[src/rtl/grd_pkg.sv]
`timescale 1ns / 1ps

package grd_pkg;

   // Field widths
   localparam int RAW_W      = 16;
   localparam int TS_W       = 32;
   localparam int RATE_W     = 11;
   localparam int DIFF_W     = 12;
   localparam int THR_W      = 11;
   localparam int SETTLE_W   = 8;
   localparam int ANGLE_W    = 48;
   localparam int PROD_W     = 45;
   localparam int STATE_W    = 2;
   localparam int CSR_ADDR_W = 2;
   localparam int CSR_DATA_W = 11;

   // Converter word layout
   localparam int DONE_BIT_POS = 13;
   localparam int RATE_LSB     = 1;

   // Detector states
   localparam logic [STATE_W-1:0] ST_IDLE     = 2'd0;
   localparam logic [STATE_W-1:0] ST_ROTATING = 2'd1;
   localparam logic [STATE_W-1:0] ST_SETTLING = 2'd2;
   localparam logic [STATE_W-1:0] ST_DONE     = 2'd3;

   // Register indexes
   localparam logic [CSR_ADDR_W-1:0] CSR_ZERO_OFFSET = 2'd0;
   localparam logic [CSR_ADDR_W-1:0] CSR_THRESHOLD   = 2'd1;
   localparam logic [CSR_ADDR_W-1:0] CSR_SETTLE      = 2'd2;
   localparam logic [CSR_ADDR_W-1:0] CSR_DEAD_BAND   = 2'd3;

   // Register reset values
   localparam logic [RATE_W-1:0]   ZERO_OFFSET_RST = 11'd1008;
   localparam logic [THR_W-1:0]    THRESHOLD_RST   = 11'd50;
   localparam logic [SETTLE_W-1:0] SETTLE_RST      = 8'd10;
   localparam logic [THR_W-1:0]    DEAD_BAND_RST   = 11'd10;

   localparam logic [SETTLE_W-1:0] QUIET_MAX = 8'd255;

   // Saturation limits of the angle accumulator
   localparam logic signed [ANGLE_W-1:0] ANGLE_MAX = {1'b0, {(ANGLE_W-1){1'b1}}};
   localparam logic signed [ANGLE_W-1:0] ANGLE_MIN = {1'b1, {(ANGLE_W-1){1'b0}}};

   typedef struct packed {
      logic [RATE_W-1:0]   zero_offset;
      logic [THR_W-1:0]    threshold;
      logic [SETTLE_W-1:0] settle;
      logic [THR_W-1:0]    dead_band;
   } cfg_type;

   // Classified item between front and back
   typedef struct packed {
      logic                     cmd;
      logic                     ok;
      logic signed [DIFF_W-1:0] diff;
      logic [RATE_W-1:0]        mag;
      logic [TS_W-1:0]          ts;
   } item_type;

endpackage

[src/rtl/grd_front.sv]
`timescale 1ns / 1ps

module grd_front (
   input  logic                       req_tvalid,
   output logic                       req_tready,
   input  logic [grd_pkg::RAW_W-1:0]  raw_word,
   input  logic [grd_pkg::TS_W-1:0]   timestamp_ms,
   input  logic                       cmd,
   input  grd_pkg::cfg_type           cfg,
   input  logic                       q_ready,
   output logic                       q_push,
   output grd_pkg::item_type          q_item
);

   logic [grd_pkg::RATE_W-1:0]        rate;
   logic signed [grd_pkg::DIFF_W-1:0] diff;
   logic signed [grd_pkg::DIFF_W-1:0] diff_neg;

   // Accept whenever the queue has room
   assign req_tready = q_ready;
   assign q_push     = req_tvalid & q_ready;

   // Extract rate and take its offset from zero
   assign rate     = raw_word[grd_pkg::RATE_LSB +: grd_pkg::RATE_W];
   assign diff     = $signed({1'b0, rate}) - $signed({1'b0, cfg.zero_offset});
   assign diff_neg = -diff;

   always_comb begin
      q_item.cmd  = cmd;
      q_item.ok   = raw_word[grd_pkg::DONE_BIT_POS];
      q_item.diff = diff;
      q_item.mag  = diff[grd_pkg::DIFF_W-1] ? diff_neg[grd_pkg::RATE_W-1:0]
                                            : diff[grd_pkg::RATE_W-1:0];
      q_item.ts   = timestamp_ms;
   end

endmodule

[src/rtl/grd_queue.sv]
`timescale 1ns / 1ps

module grd_queue (
   input  logic              clock,
   input  logic              reset,
   input  logic              push,
   input  grd_pkg::item_type push_item,
   output logic              push_ready,
   input  logic              pop,
   output logic              pop_valid,
   output grd_pkg::item_type pop_item
);

   grd_pkg::item_type slot_ff [2];
   logic       wr_ptr_ff, wr_ptr_in;
   logic       rd_ptr_ff, rd_ptr_in;
   logic [1:0] count_ff, count_in;
   logic       do_push, do_pop;

   assign push_ready = (count_ff != 2'd2);
   assign pop_valid  = (count_ff != 2'd0);
   assign pop_item   = slot_ff[rd_ptr_ff];
   assign do_push    = push & push_ready;
   assign do_pop     = pop & pop_valid;

   // Advance pointers and fill count
   always_comb begin
      wr_ptr_in = do_push ? ~wr_ptr_ff : wr_ptr_ff;
      rd_ptr_in = do_pop ? ~rd_ptr_ff : rd_ptr_ff;
      count_in  = count_ff;
      if (do_push && !do_pop) begin
         count_in = count_ff + 2'd1;
      end else if (do_pop && !do_push) begin
         count_in = count_ff - 2'd1;
      end
   end

   always_ff @(posedge clock) begin
      if (reset) begin
         wr_ptr_ff <= 1'b0;
         rd_ptr_ff <= 1'b0;
         count_ff  <= 2'd0;
      end else begin
         wr_ptr_ff <= wr_ptr_in;
         rd_ptr_ff <= rd_ptr_in;
         count_ff  <= count_in;
      end
   end

   // Store the incoming item
   always_ff @(posedge clock) begin
      if (do_push) begin
         slot_ff[wr_ptr_ff] <= push_item;
      end
   end

endmodule

[src/rtl/grd_back.sv]
`timescale 1ns / 1ps

module grd_back (
   input  logic                                clock,
   input  logic                                reset,
   input  grd_pkg::cfg_type                    cfg,
   input  logic                                q_valid,
   input  grd_pkg::item_type                   q_item,
   output logic                                q_pop,
   output logic                                rsp_tvalid,
   input  logic                                rsp_tready,
   output logic [grd_pkg::STATE_W-1:0]         rotation_state,
   output logic signed [grd_pkg::ANGLE_W-1:0]  angle,
   output logic                                tracking_active,
   output logic                                sample_ok
);

   // Detector state
   logic [grd_pkg::STATE_W-1:0]  state_ff, state_in;
   logic [grd_pkg::SETTLE_W-1:0] quiet_ff, quiet_in;
   logic [grd_pkg::TS_W-1:0]     last_ff, last_in;
   logic                         track_ff, track_in;

   // Stage A: detector result and multiplier operands
   logic                              sa_valid_ff;
   logic [grd_pkg::STATE_W-1:0]       sa_state_ff;
   logic                              sa_track_ff, sa_ok_ff, sa_clear_ff, sa_add_ff;
   logic signed [grd_pkg::DIFF_W-1:0] sa_diff_ff;
   logic [grd_pkg::TS_W-1:0]          sa_elapsed_ff;
   logic                              clear_in, add_in;
   logic [grd_pkg::TS_W-1:0]          elapsed_in;
   logic [grd_pkg::SETTLE_W-1:0]      quiet_inc;

   // Stage B: product
   logic                               sb_valid_ff;
   logic [grd_pkg::STATE_W-1:0]        sb_state_ff;
   logic                               sb_track_ff, sb_ok_ff, sb_clear_ff;
   logic signed [grd_pkg::PROD_W-1:0]  sb_prod_ff, prod_in;

   // Stage C: accumulator and result beat
   logic                               rsp_valid_ff;
   logic [grd_pkg::STATE_W-1:0]        out_state_ff;
   logic                               out_track_ff, out_ok_ff;
   logic signed [grd_pkg::ANGLE_W-1:0] angle_ff, angle_in;
   logic signed [grd_pkg::ANGLE_W:0]   sum;

   logic adv;

   // Whole pipeline moves unless the result beat is stalled
   assign adv   = !rsp_valid_ff || rsp_tready;
   assign q_pop = q_valid && adv;

   assign quiet_inc = (quiet_ff == grd_pkg::QUIET_MAX) ? quiet_ff
                                                        : quiet_ff + 8'd1;

   // Step the detector and prepare the integration
   always_comb begin
      state_in   = state_ff;
      quiet_in   = quiet_ff;
      track_in   = track_ff;
      last_in    = last_ff;
      clear_in   = 1'b0;
      add_in     = 1'b0;
      elapsed_in = '0;
      if (q_pop) begin
         if (q_item.cmd) begin
            state_in = grd_pkg::ST_IDLE;
            quiet_in = '0;
            track_in = 1'b1;
            last_in  = q_item.ts;
            clear_in = 1'b1;
         end else if (q_item.ok) begin
            unique case (state_ff)
               grd_pkg::ST_IDLE: begin
                  if (q_item.mag > cfg.threshold) begin
                     state_in = grd_pkg::ST_ROTATING;
                     quiet_in = '0;
                     track_in = 1'b1;
                     last_in  = q_item.ts;
                     clear_in = 1'b1;
                  end
               end
               grd_pkg::ST_ROTATING: begin
                  if (q_item.mag < cfg.threshold) begin
                     state_in = grd_pkg::ST_SETTLING;
                     quiet_in = 8'd1;
                  end
               end
               grd_pkg::ST_SETTLING: begin
                  if (q_item.mag < cfg.threshold) begin
                     quiet_in = quiet_inc;
                     if (quiet_inc >= cfg.settle) begin
                        state_in = grd_pkg::ST_DONE;
                        track_in = 1'b0;
                     end
                  end else begin
                     state_in = grd_pkg::ST_ROTATING;
                     quiet_in = '0;
                  end
               end
               grd_pkg::ST_DONE: begin
               end
               default: begin
               end
            endcase
            if (track_in) begin
               elapsed_in = q_item.ts - last_in;
               last_in    = q_item.ts;
               add_in     = (q_item.mag >= cfg.dead_band);
            end
         end
      end
   end

   always_ff @(posedge clock) begin
      if (reset) begin
         state_ff <= grd_pkg::ST_IDLE;
         quiet_ff <= '0;
         track_ff <= 1'b0;
         last_ff  <= '0;
      end else begin
         state_ff <= state_in;
         quiet_ff <= quiet_in;
         track_ff <= track_in;
         last_ff  <= last_in;
      end
   end

   // Stage A registers
   always_ff @(posedge clock) begin
      if (reset) begin
         sa_valid_ff <= 1'b0;
      end else if (adv) begin
         sa_valid_ff <= q_pop;
      end
   end

   always_ff @(posedge clock) begin
      if (adv) begin
         sa_state_ff   <= state_in;
         sa_track_ff   <= track_in;
         sa_ok_ff      <= !q_item.cmd && q_item.ok;
         sa_clear_ff   <= clear_in;
         sa_add_ff     <= add_in;
         sa_diff_ff    <= q_item.diff;
         sa_elapsed_ff <= elapsed_in;
      end
   end

   // Signed rate offset times elapsed milliseconds
   assign prod_in = $signed({{(grd_pkg::PROD_W-grd_pkg::DIFF_W){sa_diff_ff[grd_pkg::DIFF_W-1]}},
                             sa_diff_ff})
                  * $signed({{(grd_pkg::PROD_W-grd_pkg::TS_W){1'b0}}, sa_elapsed_ff});

   // Stage B registers
   always_ff @(posedge clock) begin
      if (reset) begin
         sb_valid_ff <= 1'b0;
      end else if (adv) begin
         sb_valid_ff <= sa_valid_ff;
      end
   end

   always_ff @(posedge clock) begin
      if (adv) begin
         sb_state_ff <= sa_state_ff;
         sb_track_ff <= sa_track_ff;
         sb_ok_ff    <= sa_ok_ff;
         sb_clear_ff <= sa_clear_ff;
         sb_prod_ff  <= sa_add_ff ? prod_in : '0;
      end
   end

   // Saturating accumulate
   assign sum = {angle_ff[grd_pkg::ANGLE_W-1], angle_ff}
              + {{(grd_pkg::ANGLE_W+1-grd_pkg::PROD_W){sb_prod_ff[grd_pkg::PROD_W-1]}},
                 sb_prod_ff};

   always_comb begin
      if (sb_clear_ff) begin
         angle_in = '0;
      end else if (sum[grd_pkg::ANGLE_W] != sum[grd_pkg::ANGLE_W-1]) begin
         angle_in = sum[grd_pkg::ANGLE_W] ? grd_pkg::ANGLE_MIN : grd_pkg::ANGLE_MAX;
      end else begin
         angle_in = sum[grd_pkg::ANGLE_W-1:0];
      end
   end

   // Stage C registers: accumulator and result beat
   always_ff @(posedge clock) begin
      if (reset) begin
         rsp_valid_ff <= 1'b0;
         angle_ff     <= '0;
      end else if (adv) begin
         rsp_valid_ff <= sb_valid_ff;
         if (sb_valid_ff) begin
            angle_ff <= angle_in;
         end
      end
   end

   always_ff @(posedge clock) begin
      if (adv && sb_valid_ff) begin
         out_state_ff <= sb_state_ff;
         out_track_ff <= sb_track_ff;
         out_ok_ff    <= sb_ok_ff;
      end
   end

   assign rsp_tvalid      = rsp_valid_ff;
   assign rotation_state  = out_state_ff;
   assign angle           = angle_ff;
   assign tracking_active = out_track_ff;
   assign sample_ok       = out_ok_ff;

`ifndef SYNTHESIS
   a_done_stops_tracking: assert property (@(posedge clock) disable iff (reset)
      state_ff == grd_pkg::ST_DONE |-> !track_ff)
      else $error("tracking still on in done state");

   a_add_needs_tracking: assert property (@(posedge clock) disable iff (reset)
      sa_valid_ff && sa_add_ff |-> sa_track_ff && sa_ok_ff)
      else $error("integration without tracking or valid sample");

   // A clear restarts the time mark, so nothing can be added with it
   a_clear_sets_tracking: assert property (@(posedge clock) disable iff (reset)
      sa_valid_ff && sa_clear_ff |-> sa_track_ff && (sa_elapsed_ff == '0))
      else $error("angle clear with inconsistent flags");

   a_result_from_pipe: assert property (@(posedge clock) disable iff (reset)
      $rose(rsp_valid_ff) |-> $past(sb_valid_ff))
      else $error("result beat without an item in the pipe");
`endif

endmodule

[src/rtl/gyro_rotation_detector_top.sv]
`timescale 1ns / 1ps

// Rotation detector and angle integrator for a rate gyro.
// Input beats (req_): tuser carries cmd (0 converter sample, 1 restart),
// tdata carries the converter word and the millisecond timestamp.
// Every input beat yields exactly one result beat (rsp_) with the detector
// state, the 48-bit saturating angle, the tracking flag and sample_ok.
// Registers are written through csr_we/csr_addr/csr_wdata;
// write them only while no item is in flight.
// A result beat is registered in turn through the queue write on the
// accepting edge, then the detector, multiply and accumulate stages.
// Throughput: one item per cycle while no result beat is stalled, with
// the detector update feeding a 12x32 multiplier and a 48-bit saturating accumulator.
// A two-entry queue decouples input acceptance from the back pipeline.
// While a result beat waits on rsp_tready, the back pipeline holds; the
// queue keeps taking beats until its two entries are full, then req_tready drops.
// Reset (synchronous) empties the pipe, sets the detector to idle with
// tracking off and the angle zero, and loads the register defaults.

module gyro_rotation_detector_top (
   input  logic                                clock,
   input  logic                                reset,
   // req_tdata: raw_word [15:0], timestamp_ms [47:16]
   input  logic [47:0]                         req_tdata,
   // req_tuser: cmd
   input  logic                                req_tuser,
   input  logic                                req_tvalid,
   output logic                                req_tready,
   // rsp_tdata: rotation_state [1:0], angle [49:2], tracking_active [50], zero [55:51]
   output logic [55:0]                         rsp_tdata,
   // rsp_tuser: sample_ok
   output logic                                rsp_tuser,
   output logic                                rsp_tvalid,
   input  logic                                rsp_tready,
   input  logic                                csr_we,
   input  logic [grd_pkg::CSR_ADDR_W-1:0]      csr_addr,
   input  logic [grd_pkg::CSR_DATA_W-1:0]      csr_wdata
);

   grd_pkg::cfg_type  cfg_ff, cfg_in;
   grd_pkg::item_type push_item, pop_item;
   logic              q_ready, q_push, q_valid, q_pop;

   logic [grd_pkg::STATE_W-1:0]        rotation_state;
   logic signed [grd_pkg::ANGLE_W-1:0] angle;
   logic                               tracking_active;

   // Decode register writes
   always_comb begin
      cfg_in = cfg_ff;
      if (csr_we) begin
         unique case (csr_addr)
            grd_pkg::CSR_ZERO_OFFSET: cfg_in.zero_offset = csr_wdata;
            grd_pkg::CSR_THRESHOLD:   cfg_in.threshold   = csr_wdata;
            grd_pkg::CSR_SETTLE:      cfg_in.settle      = csr_wdata[grd_pkg::SETTLE_W-1:0];
            grd_pkg::CSR_DEAD_BAND:   cfg_in.dead_band   = csr_wdata;
            default: begin
            end
         endcase
      end
   end

   always_ff @(posedge clock) begin
      if (reset) begin
         cfg_ff.zero_offset <= grd_pkg::ZERO_OFFSET_RST;
         cfg_ff.threshold   <= grd_pkg::THRESHOLD_RST;
         cfg_ff.settle      <= grd_pkg::SETTLE_RST;
         cfg_ff.dead_band   <= grd_pkg::DEAD_BAND_RST;
      end else begin
         cfg_ff <= cfg_in;
      end
   end

   grd_front u_front (
      .req_tvalid   (req_tvalid),
      .req_tready   (req_tready),
      .raw_word     (req_tdata[15:0]),
      .timestamp_ms (req_tdata[47:16]),
      .cmd          (req_tuser),
      .cfg          (cfg_ff),
      .q_ready      (q_ready),
      .q_push       (q_push),
      .q_item       (push_item)
   );

   grd_queue u_queue (
      .clock      (clock),
      .reset      (reset),
      .push       (q_push),
      .push_item  (push_item),
      .push_ready (q_ready),
      .pop        (q_pop),
      .pop_valid  (q_valid),
      .pop_item   (pop_item)
   );

   grd_back u_back (
      .clock           (clock),
      .reset           (reset),
      .cfg             (cfg_ff),
      .q_valid         (q_valid),
      .q_item          (pop_item),
      .q_pop           (q_pop),
      .rsp_tvalid      (rsp_tvalid),
      .rsp_tready      (rsp_tready),
      .rotation_state  (rotation_state),
      .angle           (angle),
      .tracking_active (tracking_active),
      .sample_ok       (rsp_tuser)
   );

   // Pack the result beat
   assign rsp_tdata = {5'd0, tracking_active, angle, rotation_state};

endmodule

[config.mk]
export PLATFORM = sky130hd
export DESIGN_NAME = gyro_rotation_detector_top
export DESIGN_NICKNAME = d
export VERILOG_FILES = /design/src/rtl/grd_pkg.sv /design/src/rtl/grd_front.sv /design/src/rtl/grd_queue.sv /design/src/rtl/grd_back.sv /design/src/rtl/gyro_rotation_detector_top.sv
export SDC_FILE = /design/constraint.sdc
export NUM_CORES = 2
export LEC_CHECK = 0
export BUFFER_PORTS_ARGS = -buffer_cell sky130_fd_sc_hd__buf_4
export CAP_MARGIN = 20
export CORE_MARGIN = 1
export CORE_UTILIZATION = 64
export DETAILED_ROUTE_END_ITERATION = 16
export PLACE_DENSITY = 0.87
export SLEW_MARGIN = 20
export SYNTH_ARGS = -nofsm -noshare
export SYNTH_HDL_FRONTEND = slang
export SYNTH_SLANG_ARGS = --single-unit
[constraint.sdc]
create_clock -name clock -period 8.4 [get_ports clock]
set_input_delay 1.26 -clock clock [delete_from_list [all_inputs] [get_ports clock]]
set_output_delay 1.26 -clock clock [all_outputs]
set_load 0.02 [all_outputs]
==> impl_metrics.py <==
metrics = {
    "run_status": {
        "status": "completed",
    },
    "drt": {
        "vias": 24000,
        "ant_nets": 0,
        "viasPerCell": 5.94,
        "drc_errors": 0,
        "finalWirelength_mm": 71.0,
        "dr.first_iter.drc_count": 1583,
        "route.detailed.wl_per_inst_um": 17.6,
        "drt-pass1-iter-count": 5,
    },
    "yosys": {
        "syn-mean-instance-area_um2": 9.28,
        "syn_inst": 3362,
        "yosysTopAreaCell": "edfxtp_1",
        "netlist_top_cells_area": "edfxtp_1, fa_1, ha_1",
        "synth_compound_area_frac": 0.119,
        "post-synth-top-area-fraction": 0.208,
        "ys_seq_area_frac": 0.298,
        "postSynth.asyncResetShare": 0,
        "synthSimpleGateAreaFrac": 0.154,
        "synthDistinctLibCells": 76,
        "synthFlopType": "edfxtp_1",
        "synth-adder-area-share": 0.293,
        "ys_warn_count": 0,
        "muxShareOfSynthArea": 0.0231,
        "synth_top_family_by_area": "adder cells",
        "synth_area_um2": 31200,
        "ys_ff_latch": 356,
        "synth_xor_area_frac": 0.0345,
        "synth_edf_count": 216,
    },
    "sta": {
        "relSlewSlack": 0.274,
        "period_share": 0.832,
        "hold_violations": 0,
        "setup_violations": 0,
        "clock-skew-final_ns": 0.0208,
        "period_needed_ns": 6.99,
        "finalSetupTns_ns": 0,
        "worst_pin_slew_ns": 1.09,
        "rsz0062_at_grt": "false",
        "drv_slew": 0,
        "fmax_mhz": 143,
    },
    "clock_network": {
        "clockRootBuffer": "clkbuf_16",
        "post_cts_resized": 0,
        "htree_levels": 2,
        "postCtsSetupRepairBufs": 0,
        "cts.sinks": 356,
        "clock_latency_ns": 0.57,
        "numCtsBuffers": 40,
        "hold_buffers": 0,
        "clk_path_buf_depth": 3,
        "cts_tree": "done",
        "clkTransAtPathRegs_ns": 0.06,
    },
    "flow_run": {
        "drv_cap": 0,
    },
    "floorplan": {
        "io-pin-count": 126,
        "rows": 80,
        "die-area_um2": 49600,
        "dieWidth_um": 223,
        "core_um2": 47900,
        "start_util": 0.650,
        "die_h_um": 223,
    },
    "worst_setup_path": {
        "crit_chain": "nand2_1 -> fa_1 -> fa_1 -> fa_1 -> inv_1 -> fa_1 -> inv_1 -> fa_1 -> inv_1 -> ha_1 -> a2111oi_0 -> o21ai_0 -> a41oi_1 -> o22ai_1 -> a41oi_1 -> a21oi_1 -> a31o_2 -> xor2_1 -> and2_1",
        "cp_slowest_stage_delay_ns": 1.06,
        "path_common_cell": "fa_1",
        "setup.worst_path.class": "register to register",
        "worstPathArrival_ns": 7.30,
        "end_kind": "register",
        "crit_buf_inv": 3,
        "start_kind": "register",
        "path_delay_family": "adder cells",
        "critPathSlowestCell": "edfxtp_1",
        "critical_path_required_ns": 8.71,
        "cp_max_fo": 26,
    },
    "global_route": {
        "grt_max_degree": 95,
        "grt_pass1_vias": 24300,
        "track_usage": 0.291,
        "grt_pass1_wl_mm": 117,
        "overflow": 0,
        "antenna_found_initial": 0,
    },
    "final_layout": {
        "diodes": 0,
        "nets": 4004,
        "area_growth_syn_to_layout_pct": 8.62,
        "drive_gt1_frac": 0.0777,
    },
    "placed_design": {
        "post-dp-hpwl_mm": 53.1,
        "io_buffers": 116,
        "gp_congestion": 0.930,
    },
    "worst_hold_path": {
        "hp-class": "register to register",
    },
}
cell usage in the layout, fill, tap and decap left out, types with 24 or more instances in the layout:
| cell | instances |
|---|---|
| inv_1 | 480 |
| nand2_1 | 469 |
| fa_1 | 304 |
| ha_1 | 243 |
| edfxtp_1 | 216 |
| nor2_1 | 195 |
| a21oi_1 | 159 |
| buf_4 | 140 |
| dfxtp_1 | 139 |
| and2_1 | 137 |
| o21ai_0 | 111 |
| xnor2_1 | 75 |
| a21o_1 | 68 |
| nor3_1 | 48 |
| xor2_1 | 48 |
| mux2i_1 | 45 |
| a211oi_1 | 45 |
| clkbuf_16 | 44 |
| o21ai_1 | 42 |
| nor2b_1 | 33 |
| nand3_1 | 32 |
| nand2b_1 | 27 |
| mux2_2 | 24 |
worst paths after layout:
kind	from	end	slack [ns]	depth (start not counted)
max reg2reg	u_back.sa_diff_ff[2]	u_back.sb_prod_ff[38]	1.41	19
min	u_back.sb_state_ff[1]	u_back.rotation_state[1]	0.42	0
max	u_back.sa_diff_ff[2]	u_back.sb_prod_ff[38]	1.41	19
min reg2reg	u_back.sb_state_ff[1]	u_back.rotation_state[1]	0.42	0
layout make-up:
type	instances	area [um2]
Multi-Input combinational cell	2366	19500
Fill cell	3408	14100
Sequential cell	356	9290
Inverter	482	1810
Clock buffer	54	1190
Timing Repair Buffer	144	1110
Tap cell	615	769
Clock inverter	20	200
cells in the mapped netlist, drive strengths merged (5+ instances only):
library cell and n:
xnor2 75, nand3 32, o211ai 9, o31ai 11, nand2b 27, nor2b 33
inv 481, or2 11, nor3 49, o21a 15, edfxtp 216, or4 5
o21bai 20, a211oi 45, and3 17, and4 6, a21o 68, or3 8
a31oi 19, xor2 48, o22ai 10, o21ai 153, and2 137, a2111oi 5
clkbuf 135, a211o 16, a21oi 161, nor3b 7, fa 304, nand2 469
mux2 24, mux2i 45, ha 243, nand4 23, nand3b 6, nor2 198
a21boi 7, buf 27, dfxtp 140
metrics by stage:
| step | cell area [um2] | setup WS [ns] | hold slack [ns] | instances | util |
|---|---|---|---|---|---|
| after detailed placement | 32400 | 1.33 | 0.405 | 3960 | 0.676 |
| after CTS | 33800 | 1.30 | 0.419 | 4034 | 0.705 |
| after floorplan | 31200 | 2.34 | 0.400 | 3366 | - |
| after global routing | 33900 | 0.938 | 0.421 | 4037 | 0.707 |
| after global placement | 32400 | 1.45 | 0.402 | 3960 | 0.676 |
| final | 33900 | 1.41 | 0.418 | 4037 | 0.707 |
worst reg2reg max path: cells and delay by family, from the launching register on:
kind                       cells  cell delay, ns
xor gates and xnor gates       1            0.13
AOI/OAI and AO/OA              7            2.24
and+or+nand+nor                2            0.33
adders and majority gates      6            2.83
buffers and inverters          3            0.15
DFF                            1            1.06
cell families (layout without fill, tap and decap cells):
kind of cell | Yosys count | after routing
DFF | 356 | 356
muxes | 69 | 69
other | 1 | 5
and+or+nand+nor | 1039 | 1039
buffers and inverters | 644 | 700
xor gates and xnor gates | 123 | 123
adders and majority gates | 547 | 547
AOI/OAI and AO/OA | 583 | 583
per-layer routing:
| metal | share of wire | up-vias | track usage |
|---|---|---|---|
| li1 | - | 11100 | - |
| met1 | 0.39 | 11700 | 0.365 |
| met2 | 0.50 | 933 | 0.505 |
| met3 | 0.069 | 200 | 0.0450 |
| met4 | 0.035 | 0 | 0.112 |
| met5 | 0 | - | 0 |
flip-flops by register name, indices dropped and copies added, names as in the netlist, 2 cells and up, named ones only:
signal	flops
cfg_ff	41
u_back.angle	48
u_back.last_ff	32
u_back.quiet_ff	8
u_back.rotation_state	2
u_back.sa_diff_ff	12
u_back.sa_elapsed_ff	32
u_back.sa_state_ff	2
u_back.sb_prod_ff	45
u_back.sb_state_ff	2
u_back.state_ff	2
u_queue.count_ff	2
u_queue.slot_ff	112
Power is left out: the tool's default activity adds up to more than one toggle a clock period on the data nets, which glitch-free logic cannot reach.
